==> src/design/sle_pkg.sv <==
// ----------------------------------------------------------------------------
// String literal unescaper package
// Result kinds, fault codes and the small byte decoders of the unescaper.
// ----------------------------------------------------------------------------
package sle_pkg;

    // Result kinds, carried on tuser of the result stream.
    localparam logic [1:0] KIND_DATA  = 2'd0;
    localparam logic [1:0] KIND_DONE  = 2'd1;
    localparam logic [1:0] KIND_ERROR = 2'd2;

    // Fault codes.
    localparam logic [2:0] ERR_NONE          = 3'd0;
    localparam logic [2:0] ERR_STRAY_CONT    = 3'd1;
    localparam logic [2:0] ERR_LEAD_TOO_LONG = 3'd2;
    localparam logic [2:0] ERR_MISSING_CONT  = 3'd3;
    localparam logic [2:0] ERR_BAD_ESCAPE    = 3'd4;
    localparam logic [2:0] ERR_NOT_HEX       = 3'd5;
    localparam logic [2:0] ERR_RANGE         = 3'd6;
    localparam logic [2:0] ERR_SURROGATE     = 3'd7;

    localparam logic [7:0] BACKSLASH = 8'h5C;
    localparam logic [7:0] CHAR_X    = 8'h78;
    localparam logic [7:0] CHAR_U    = 8'h75;

    localparam logic [23:0] UNICODE_MAX   = 24'h10FFFF;
    localparam logic [23:0] HEX_BYTE_MAX  = 24'h00007F;
    localparam logic [23:0] SURR_LOW      = 24'h00D800;
    localparam logic [23:0] SURR_HIGH     = 24'h00DFFF;

    typedef struct packed {
        logic       ok;
        logic [3:0] value;
    } hex_digit_t;

    typedef struct packed {
        logic       ok;
        logic [7:0] value;
    } esc_char_t;

    function automatic hex_digit_t hex_decode(input logic [7:0] b);
        hex_digit_t r;
        r.ok    = 1'b1;
        r.value = 4'd0;
        if (b >= 8'h30 && b <= 8'h39)
        begin
            r.value = 4'(b - 8'h30);
        end
        else if (b >= 8'h61 && b <= 8'h66)
        begin
            r.value = 4'(b - 8'h57);
        end
        else if (b >= 8'h41 && b <= 8'h46)
        begin
            r.value = 4'(b - 8'h37);
        end
        else
        begin
            r.ok = 1'b0;
        end
        return r;
    endfunction

    function automatic esc_char_t esc_decode(input logic [7:0] b);
        esc_char_t r;
        r.ok = 1'b1;
        case (b)
            8'h27:   r.value = 8'h27;
            8'h22:   r.value = 8'h22;
            8'h5C:   r.value = 8'h5C;
            8'h24:   r.value = 8'h24;
            8'h30:   r.value = 8'h00;
            8'h61:   r.value = 8'h07;
            8'h62:   r.value = 8'h08;
            8'h66:   r.value = 8'h0C;
            8'h6E:   r.value = 8'h0A;
            8'h72:   r.value = 8'h0D;
            8'h74:   r.value = 8'h09;
            8'h76:   r.value = 8'h0B;
            default:
            begin
                r.ok    = 1'b0;
                r.value = 8'h00;
            end
        endcase
        return r;
    endfunction

endpackage

==> src/design/string_literal_unescaper_core.sv <==
// ----------------------------------------------------------------------------
// String literal unescaper core
// Decodes escapes and checks UTF-8 structure of a quoted literal, byte by byte.
// ----------------------------------------------------------------------------
// Flow: an accepted item sits in the input register and is decoded into the
// result group register once that is free; its results leave from there.
// Throughput: one item per cycle while m_tready is high; an item causing n
// results holds the group register until all n are taken, one per cycle.
// Reset: rst_n clears all control state; the block then waits for a begin item.
module string_literal_unescaper_core
    import sle_pkg::*;
(
    input  logic        clk,
    input  logic        rst_n,
    // Input stream
    input  logic        s_tvalid,
    output logic        s_tready,
    input  logic [7:0]  s_tdata,   // [7:0] data_byte
    input  logic [0:0]  s_tuser,   // [0] begin_req
    // Result stream
    output logic        m_tvalid,
    input  logic        m_tready,
    output logic [15:0] m_tdata,   // [7:0] out_byte, [10:8] error_code, rest zero
    output logic [1:0]  m_tuser,   // [1:0] kind
    output logic        m_tlast,   // last result of the item
    // Configuration
    input  logic        psel,
    input  logic        penable,
    input  logic        pwrite,
    input  logic [2:0]  paddr,
    input  logic [31:0] pwdata,
    output logic [31:0] prdata,
    output logic        pready
);

    typedef enum logic [2:0] {
        MODE_IDLE,
        MODE_TEXT,
        MODE_ESCAPE,
        MODE_HEX,
        MODE_UTF8,
        MODE_ENDED
    } mode_t;

    // Configuration registers
    logic [7:0]  stop_byte_reg;
    logic        skip_opening_reg;

    // Input register
    logic        in_valid_reg;
    logic        in_begin_reg;
    logic [7:0]  in_byte_reg;

    // Decoder state
    mode_t       mode_reg, mode_next;
    logic [1:0]  cont_left_reg, cont_left_next;
    logic [23:0] held_bytes_reg, held_bytes_next;
    logic [1:0]  held_count_reg, held_count_next;
    logic [23:0] hex_value_reg, hex_value_next;
    logic [2:0]  hex_left_reg, hex_left_next;
    logic        hex_unicode_reg, hex_unicode_next;

    // Result group register
    logic        grp_valid_reg;
    logic [7:0]  grp_bytes_reg [4];
    logic [1:0]  grp_last_idx_reg;
    logic [1:0]  grp_idx_reg;
    logic [1:0]  grp_kind_reg;
    logic [2:0]  grp_code_reg;

    // Decode results
    logic [2:0]  res_cnt;
    logic [7:0]  res_bytes [4];
    logic [1:0]  res_kind;
    logic [2:0]  res_code;

    logic        out_take;
    logic        grp_done;
    logic        grp_free;
    logic        proc;
    logic        in_take;
    logic        cfg_write;

    logic [7:0]  b;
    logic        run_en;
    mode_t       work_mode;
    hex_digit_t  hx;
    esc_char_t   es;
    logic [23:0] nv;
    logic [2:0]  hex_left_dec;
    logic        flt;
    logic [2:0]  flt_code;

    // ------------------------------------------------------------------
    // Handshake
    // ------------------------------------------------------------------
    assign out_take = m_tvalid && m_tready;
    assign grp_done = out_take && (grp_idx_reg == grp_last_idx_reg);
    assign grp_free = !grp_valid_reg || grp_done;
    assign proc     = in_valid_reg && grp_free;
    assign s_tready = !in_valid_reg || proc;
    assign in_take  = s_tvalid && s_tready;

    assign m_tvalid = grp_valid_reg;
    assign m_tdata  = {5'd0, grp_code_reg, grp_bytes_reg[grp_idx_reg]};
    assign m_tuser  = grp_kind_reg;
    assign m_tlast  = (grp_idx_reg == grp_last_idx_reg);

    // ------------------------------------------------------------------
    // Configuration port
    // ------------------------------------------------------------------
    assign pready    = 1'b1;
    assign cfg_write = psel && penable && pwrite && pready;

    always_comb
    begin
        if (paddr[2])
        begin
            prdata = {31'd0, skip_opening_reg};
        end
        else
        begin
            prdata = {24'd0, stop_byte_reg};
        end
    end

    always_ff @(posedge clk or negedge rst_n)
    begin
        if (!rst_n)
        begin
            stop_byte_reg    <= 8'd34;
            skip_opening_reg <= 1'b1;
        end
        else if (cfg_write)
        begin
            if (paddr[2])
            begin
                skip_opening_reg <= pwdata[0];
            end
            else
            begin
                stop_byte_reg <= pwdata[7:0];
            end
        end
    end

    // ------------------------------------------------------------------
    // Decode of the item held in the input register
    // ------------------------------------------------------------------
    always_comb
    begin
        b            = in_byte_reg;
        hx           = hex_decode(b);
        es           = esc_decode(b);
        nv           = {hex_value_reg[19:0], hx.value};
        hex_left_dec = hex_left_reg - 3'd1;
        run_en       = !(in_begin_reg && skip_opening_reg);
        work_mode    = in_begin_reg ? MODE_TEXT : mode_reg;
        flt          = 1'b0;
        flt_code     = ERR_NONE;

        // A begin item clears the state and opens a new literal.
        if (in_begin_reg)
        begin
            mode_next        = MODE_TEXT;
            cont_left_next   = 2'd0;
            held_bytes_next  = 24'd0;
            held_count_next  = 2'd0;
            hex_value_next   = 24'd0;
            hex_left_next    = 3'd0;
            hex_unicode_next = 1'b0;
        end
        else
        begin
            mode_next        = mode_reg;
            cont_left_next   = cont_left_reg;
            held_bytes_next  = held_bytes_reg;
            held_count_next  = held_count_reg;
            hex_value_next   = hex_value_reg;
            hex_left_next    = hex_left_reg;
            hex_unicode_next = hex_unicode_reg;
        end

        res_cnt  = 3'd0;
        res_kind = KIND_DATA;
        res_code = ERR_NONE;
        for (int i = 0; i < 4; i++)
        begin
            res_bytes[i] = 8'd0;
        end

        if (run_en)
        begin
            case (work_mode)
                MODE_TEXT:
                begin
                    if (b == stop_byte_reg)
                    begin
                        mode_next = MODE_ENDED;
                        res_cnt   = 3'd1;
                        res_kind  = KIND_DONE;
                    end
                    else if (b == BACKSLASH)
                    begin
                        mode_next = MODE_ESCAPE;
                    end
                    else if (!b[7])
                    begin
                        res_cnt      = 3'd1;
                        res_bytes[0] = b;
                    end
                    else if (b[7:6] == 2'b10)
                    begin
                        flt      = 1'b1;
                        flt_code = ERR_STRAY_CONT;
                    end
                    else if (b[7:3] == 5'b11111)
                    begin
                        flt      = 1'b1;
                        flt_code = ERR_LEAD_TOO_LONG;
                    end
                    else
                    begin
                        if (b[7:5] == 3'b110)
                        begin
                            cont_left_next = 2'd1;
                        end
                        else if (b[7:4] == 4'b1110)
                        begin
                            cont_left_next = 2'd2;
                        end
                        else
                        begin
                            cont_left_next = 2'd3;
                        end
                        held_bytes_next = {16'd0, b};
                        held_count_next = 2'd1;
                        mode_next       = MODE_UTF8;
                    end
                end
                MODE_UTF8:
                begin
                    if (b[7:6] != 2'b10)
                    begin
                        flt      = 1'b1;
                        flt_code = ERR_MISSING_CONT;
                    end
                    else if (cont_left_reg <= 2'd1)
                    begin
                        // Sequence complete: release the held bytes, oldest first.
                        case (held_count_reg)
                            2'd0:
                            begin
                                res_cnt      = 3'd1;
                                res_bytes[0] = b;
                            end
                            2'd1:
                            begin
                                res_cnt      = 3'd2;
                                res_bytes[0] = held_bytes_reg[7:0];
                                res_bytes[1] = b;
                            end
                            2'd2:
                            begin
                                res_cnt      = 3'd3;
                                res_bytes[0] = held_bytes_reg[15:8];
                                res_bytes[1] = held_bytes_reg[7:0];
                                res_bytes[2] = b;
                            end
                            default:
                            begin
                                res_cnt      = 3'd4;
                                res_bytes[0] = held_bytes_reg[23:16];
                                res_bytes[1] = held_bytes_reg[15:8];
                                res_bytes[2] = held_bytes_reg[7:0];
                                res_bytes[3] = b;
                            end
                        endcase
                        held_bytes_next = 24'd0;
                        held_count_next = 2'd0;
                        cont_left_next  = 2'd0;
                        mode_next       = MODE_TEXT;
                    end
                    else
                    begin
                        held_bytes_next = {held_bytes_reg[15:0], b};
                        held_count_next = held_count_reg + 2'd1;
                        cont_left_next  = cont_left_reg - 2'd1;
                    end
                end
                MODE_ESCAPE:
                begin
                    if (b == CHAR_X || b == CHAR_U)
                    begin
                        hex_unicode_next = (b == CHAR_U);
                        hex_left_next    = (b == CHAR_U) ? 3'd6 : 3'd2;
                        hex_value_next   = 24'd0;
                        mode_next        = MODE_HEX;
                    end
                    else if (!es.ok)
                    begin
                        flt      = 1'b1;
                        flt_code = ERR_BAD_ESCAPE;
                    end
                    else
                    begin
                        mode_next    = MODE_TEXT;
                        res_cnt      = 3'd1;
                        res_bytes[0] = es.value;
                    end
                end
                MODE_HEX:
                begin
                    if (!hx.ok)
                    begin
                        flt      = 1'b1;
                        flt_code = ERR_NOT_HEX;
                    end
                    else
                    begin
                        hex_value_next = nv;
                        hex_left_next  = hex_left_dec;
                        if (hex_left_dec == 3'd0)
                        begin
                            if (nv > (hex_unicode_reg ? UNICODE_MAX : HEX_BYTE_MAX))
                            begin
                                flt      = 1'b1;
                                flt_code = ERR_RANGE;
                            end
                            else if (nv >= SURR_LOW && nv <= SURR_HIGH)
                            begin
                                flt      = 1'b1;
                                flt_code = ERR_SURROGATE;
                            end
                            else
                            begin
                                hex_value_next = 24'd0;
                                mode_next      = MODE_TEXT;
                                // Re-encode the code point as UTF-8.
                                if (nv <= 24'h00007F)
                                begin
                                    res_cnt      = 3'd1;
                                    res_bytes[0] = nv[7:0];
                                end
                                else if (nv <= 24'h0007FF)
                                begin
                                    res_cnt      = 3'd2;
                                    res_bytes[0] = {3'b110, nv[10:6]};
                                    res_bytes[1] = {2'b10, nv[5:0]};
                                end
                                else if (nv <= 24'h00FFFF)
                                begin
                                    res_cnt      = 3'd3;
                                    res_bytes[0] = {4'b1110, nv[15:12]};
                                    res_bytes[1] = {2'b10, nv[11:6]};
                                    res_bytes[2] = {2'b10, nv[5:0]};
                                end
                                else
                                begin
                                    res_cnt      = 3'd4;
                                    res_bytes[0] = {5'b11110, nv[20:18]};
                                    res_bytes[1] = {2'b10, nv[17:12]};
                                    res_bytes[2] = {2'b10, nv[11:6]};
                                    res_bytes[3] = {2'b10, nv[5:0]};
                                end
                            end
                        end
                    end
                end
                default:
                begin
                    // Idle or ended: the byte is dropped.
                end
            endcase
        end

        if (flt)
        begin
            mode_next = MODE_ENDED;
            res_cnt   = 3'd1;
            res_kind  = KIND_ERROR;
            res_code  = flt_code;
            for (int i = 0; i < 4; i++)
            begin
                res_bytes[i] = 8'd0;
            end
        end
    end

    // ------------------------------------------------------------------
    // Input register and decoder state
    // ------------------------------------------------------------------
    always_ff @(posedge clk or negedge rst_n)
    begin
        if (!rst_n)
        begin
            in_valid_reg    <= 1'b0;
            in_begin_reg    <= 1'b0;
            in_byte_reg     <= 8'd0;
            mode_reg        <= MODE_IDLE;
            cont_left_reg   <= 2'd0;
            held_bytes_reg  <= 24'd0;
            held_count_reg  <= 2'd0;
            hex_value_reg   <= 24'd0;
            hex_left_reg    <= 3'd0;
            hex_unicode_reg <= 1'b0;
        end
        else
        begin
            if (in_take)
            begin
                in_valid_reg <= 1'b1;
                in_begin_reg <= s_tuser[0];
                in_byte_reg  <= s_tdata;
            end
            else if (proc)
            begin
                in_valid_reg <= 1'b0;
            end

            if (proc)
            begin
                mode_reg        <= mode_next;
                cont_left_reg   <= cont_left_next;
                held_bytes_reg  <= held_bytes_next;
                held_count_reg  <= held_count_next;
                hex_value_reg   <= hex_value_next;
                hex_left_reg    <= hex_left_next;
                hex_unicode_reg <= hex_unicode_next;
            end
        end
    end

    // ------------------------------------------------------------------
    // Result group register, drained one result per cycle while m_tready is high
    // ------------------------------------------------------------------
    always_ff @(posedge clk or negedge rst_n)
    begin
        if (!rst_n)
        begin
            grp_valid_reg    <= 1'b0;
            grp_idx_reg      <= 2'd0;
            grp_last_idx_reg <= 2'd0;
        end
        else if (proc && res_cnt != 3'd0)
        begin
            grp_valid_reg    <= 1'b1;
            grp_idx_reg      <= 2'd0;
            grp_last_idx_reg <= 2'(res_cnt - 3'd1);
        end
        else if (grp_done)
        begin
            grp_valid_reg <= 1'b0;
            grp_idx_reg   <= 2'd0;
        end
        else if (out_take)
        begin
            grp_idx_reg <= grp_idx_reg + 2'd1;
        end
    end

    always_ff @(posedge clk)
    begin
        if (proc && res_cnt != 3'd0)
        begin
            grp_kind_reg <= res_kind;
            grp_code_reg <= res_code;
            for (int i = 0; i < 4; i++)
            begin
                grp_bytes_reg[i] <= res_bytes[i];
            end
        end
    end

    // ------------------------------------------------------------------
    // Assertions
    // ------------------------------------------------------------------
    a_idx_in_group: assert property (@(posedge clk) disable iff (!rst_n)
        grp_valid_reg |-> grp_idx_reg <= grp_last_idx_reg)
        else $error("result index ran past the end of its group");

    a_single_status: assert property (@(posedge clk) disable iff (!rst_n)
        grp_valid_reg && grp_kind_reg != KIND_DATA |-> grp_last_idx_reg == 2'd0)
        else $error("done or error result is not alone in its group");

    a_group_held: assert property (@(posedge clk) disable iff (!rst_n)
        grp_valid_reg && !grp_done |=> grp_valid_reg)
        else $error("result group dropped before its last result was taken");

    a_code_on_error: assert property (@(posedge clk) disable iff (!rst_n)
        m_tvalid && m_tuser != KIND_ERROR |-> m_tdata[10:8] == ERR_NONE)
        else $error("fault code on a data or done result");

endmodule

==> config.mk <==
export PLATFORM = sky130hd
export DESIGN_NAME = string_literal_unescaper_core
export DESIGN_NICKNAME = d
export VERILOG_FILES = /design/src/design/sle_pkg.sv /design/src/design/string_literal_unescaper_core.sv
export SDC_FILE = /design/constraint.sdc
export NUM_CORES = 1
export LEC_CHECK = 0
export BUFFER_PORTS_ARGS = -buffer_cell sky130_fd_sc_hd__buf_2
export CAP_MARGIN = 10
export CORE_ASPECT_RATIO = 0.5
export CORE_MARGIN = 2
export CORE_UTILIZATION = 25
export CTS_CLUSTER_DIAMETER = 50
export CTS_CLUSTER_SIZE = 14
export DETAILED_ROUTE_END_ITERATION = 6
export MAX_ROUTING_LAYER = met4
export SLEW_MARGIN = 20
export SYNTH_ARGS = -nofsm -noshare
export SYNTH_HDL_FRONTEND = slang
export SYNTH_SLANG_ARGS = --single-unit
==> constraint.sdc <==
create_clock -name clk -period 6.2 [get_ports clk]
set_input_delay 1.86 -clock clk [delete_from_list [all_inputs] [get_ports clk]]
set_output_delay 1.86 -clock clk [all_outputs]
set_load 0.01 [all_outputs]
==> results.tsv <==
stage	metric	value	unit
status	status	finished, violations left	
status	violated checks	design-rule violations	
route	DR DRC count	5	
sta	setup violators final	0	
power_and_ir_drop	pwr dens	462.8	nW/µm²
floorplanning	die area	31760	µm²
sta	final worst path period share	78.23	%
power_and_ir_drop	Static Leak	0.003490	µW
route	Routed Antenna Nets	0	
cells_and_area	fillers	3064	
logic_synthesis	#FFs+latches synth	116	
floorplanning	number of cell rows	44	
sta	Sum Neg Setup Slack	0	ns
cts	register clock-pin slew on the reported worst setup and hold paths	0.06	ns
worst_setup_path	critical path, cell by cell	inv_1 > ha_1 > or3b_1 > nand3_1 > mux2i_1 > or3_1 > o31ai_1 > a31oi_1 > nor2_1 > ha_1 > a31oi_4 > buf_12 > or2_2	
logic_synthesis	asr flop ratio synth	68.10	%
route	routed vias/inst	5.381	
power_and_ir_drop	power consumption	4031	µW
logic_synthesis	Avg Cell Area, Syn	9.342	µm²
worst_setup_path	Setup CP Type	flip-flop to flip-flop	
logic_synthesis	Mapped Cells	810	
cts	H-tree depth	4	
global_route	antenna violations before repair	0	
logic_synthesis	synth warn	0	
route	Detailed Route WL	22910	µm
flow_run	maxcap violations	0	
power_and_ir_drop	VDD IR max	234.5	µV
worst_setup_path	CP Capture Type	flip-flop	
cts	CTS tree	built	
cells_and_area	Largest register FFs	32	
worst_setup_path	slowest stage cell, crit path	dfrtp_1	
route	initial DRC count	885	
worst_setup_path	Critical Path AT	5.16	ns
global_route	first-pass GRT wire length	36310	µm
cts	Clock Path Buffers	2	
cts	Num CTS Buffers	17	
sta	Slew Viols, Final	0	
route	DRT Pass-1 Iters	7	
worst_setup_path	Req. time, crit path	6.51	ns
worst_setup_path	critical path's largest stage delay	0.75	ns
placed_design	RePlAce Congestion	0.9490	
cells_and_area	Layout Nets	911	
worst_setup_path	cell mode on critical path	ha_1	
worst_setup_path	Worst Setup Start Kind	flip-flop	
cts	Clock Latency Late Sink	0.42	ns
sta	Slew HR	31.07	%
global_route	largest net degree at the start of global routing	80	
sta	Tightest Pin Transition	1.021	ns
floorplanning	Die W	250.0	µm
global_route	total gr overflow	0	
sta	RSZ-0062 raised after global routing	no	
floorplanning	starting density of the core	25.74	%
logic_synthesis	synth unique cells	78	
logic_synthesis	Synth Flop Type	dfrtp_1	
global_route	gr usage total	14.94	%
cts	Resized cells post-CTS	0	
logic_synthesis	mapped cell area	7567	µm²
cts	clock sinks	116	
cells_and_area	Layout area overhead	15.11	%
sta	post-route minimum period	4.850	ns
worst_setup_path	cell family with most CP delay	simple AND/OR/NAND/NOR gates	
sta	Setup Skew	0.01623	ns
route	wire per inst	18.42	µm
sta	Max Freq	0.2062	GHz
floorplanning	Core Box Area	29400	µm²
global_route	number of global-route vias before repair	6347	
logic_synthesis	part of the Yosys area used for sequential elements	40.86	%
logic_synthesis	Post-synth EDFFs	37	
worst_setup_path	CP max FO	26	
cts	Root Driver	clkbuf_16	
floorplanning	Ports	105	
floorplanning	DIE HEIGHT	127.0	µm
placed_design	# port buffers	48	
sta	Final Hold Viols	0	
route	Vias	6694	
cells_and_area	layout cell share with drive strength beyond 1	16.08	%
worst_hold_path	Hold WC Path Type	flip-flop to flip-flop	
cts	hold buffer count at CTS	0	
cts	Post-CTS Setup Bufs	0	
placed_design	post-DP HPWL	16370	µm
worst_setup_path	WP buf/inv	2	
[cells in the mapped netlist (4+ instances only)]
cell	count	area [µm²]
a211o_1	5	43.79
a211oi_1	10	75.07
a21oi_1	77	385.4
a221o_1	10	100.1
a222oi_1	7	70.07
a22o_1	32	280.3
a22oi_1	11	82.58
a31oi_1	6	37.54
and2_1	5	31.28
and3_1	13	81.33
buf_1	4	15.01
buf_4	30	225.2
clkbuf_1	43	161.4
dfrtp_1	76	1902
edfxtp_1	37	1111
ha_1	21	262.8
inv_1	20	75.07
mux2_2	19	214.0
mux4_2	8	180.2
nand2_1	56	210.2
nand2b_1	15	93.84
nand3_1	14	70.07
nand4_1	6	37.54
nor2_1	71	266.5
nor2b_1	10	62.56
nor3_1	19	95.09
nor3b_1	4	30.03
nor4_1	9	56.30
o211ai_1	5	37.54
o21a_1	6	45.04
o21ai_0	42	210.2
o21ai_1	6	30.03
o22ai_1	13	81.33
o31ai_1	6	45.04
o32ai_1	5	43.79
or2_2	4	25.02
or3_1	6	37.54
xor2_1	11	96.34
[stage by stage]
| stage | utilization, % | cell area, µm² | hold WS [ns] | cells | worst slack [ns] |
|---|---|---|---|---|---|
| 2_1_floorplan | - | 7676 | 0.4573 | 839 | 1.419 |
| 3_3_place_gp | 27.59 | 8110 | 0.4811 | 1211 | 1.563 |
| 3_5_place_dp | 27.59 | 8110 | 0.4884 | 1211 | 1.455 |
| 4_1_cts | 29.61 | 8705 | 0.5019 | 1243 | 1.452 |
| 5_1_grt | 29.62 | 8708 | 0.5126 | 1243 | 1.129 |
| 6_report | 29.63 | 8711 | 0.4949 | 1244 | 1.350 |
[worst paths after layout]
| kind | start | to | slack [ns] | cells after the start |
|---|---|---|---|---|
| min in group asynchronous | rst_n | hex_value_reg[3] | 1.49 | 1 |
| max | b[1] | m_tvalid | 1.35 | 13 |
| min | held_bytes_reg[17] | held_bytes_reg[17] | 0.49 | 2 |
| max reg2reg | b[1] | m_tvalid | 1.35 | 13 |
| max in group asynchronous | rst_n | grp_last_idx_reg[0] | 4.19 | 1 |
| min reg2reg | held_bytes_reg[17] | held_bytes_reg[17] | 0.49 | 2 |
[power by group]
| part | leakage [µW] | switching [µW] | internal [µW] |
|---|---|---|---|
| registers | 0.00139 | 267 | 1030 |
| clock network | 0.000280 | 357 | 631 |
| logic | 0.00182 | 1090 | 657 |
[worst register-to-register path, cell delays in order (launching register included)]
cell	delay (ns)
dfrtp_1	0.75
inv_1	0.17
ha_1	0.33
or3b_1	0.45
nand3_1	0.16
mux2i_1	0.21
or3_1	0.42
o31ai_1	0.67
a31oi_1	0.33
nor2_1	0.18
ha_1	0.23
a31oi_4	0.28
buf_12	0.28
or2_2	0.28
[final cells by class]
type	instances	area [µm²]	area share [%]
well taps	391	489.2	5.616
inverters	21	78.83	0.9049
repair buffers	62	364.1	4.180
flip-flops and latches	116	3092	35.49
clock buffers	20	436.7	5.013
clock inverters	12	157.7	1.810
multi-input cells	621	4090	46.95
diodes	1	2.502	0.02873
[cell usage in the layout, fill, tap and decap left out, types with 7 or more instances in the layout]
master	count
a22oi_1	11
mux4_2	8
o21ai_0	42
a221o_1	10
clkbuf_16	17
nor3_1	19
and3_1	13
buf_4	13
conb_1	31
nor2_1	71
edfxtp_1	37
buf_2	47
nor4_1	9
inv_1	20
nand2_1	56
o22ai_1	13
nand3_1	14
xor2_1	11
dfrtp_1	76
a22o_1	32
a21oi_1	77
nor2b_1	10
a222oi_1	7
mux2_2	19
a211oi_1	10
ha_1	21
nand2b_1	15
[cells by family after synthesis]
family                     count (synthesis)  synth area share, %
DFF                                      116                40.86
AOI/OAI and AO/OA                        270                24.32
xor gates and xnor gates                  13                1.505
adders and majority gates                 21                3.472
buffers and inverters                    102                6.696
muxes                                     30                5.605
other                                      2              0.09924
and+or+nand+nor                          256                17.44
[routing by layer]
layer  vias up  track usage [%]  wire length [µm]
li1       3075                -                 -
met1      3235            20.59             10680
met2       334            22.15             10030
met3        50            2.567              1656
met4         0            5.248               548
met5         -                -                 0
Note: power is estimated with default switching activity, not from simulation.
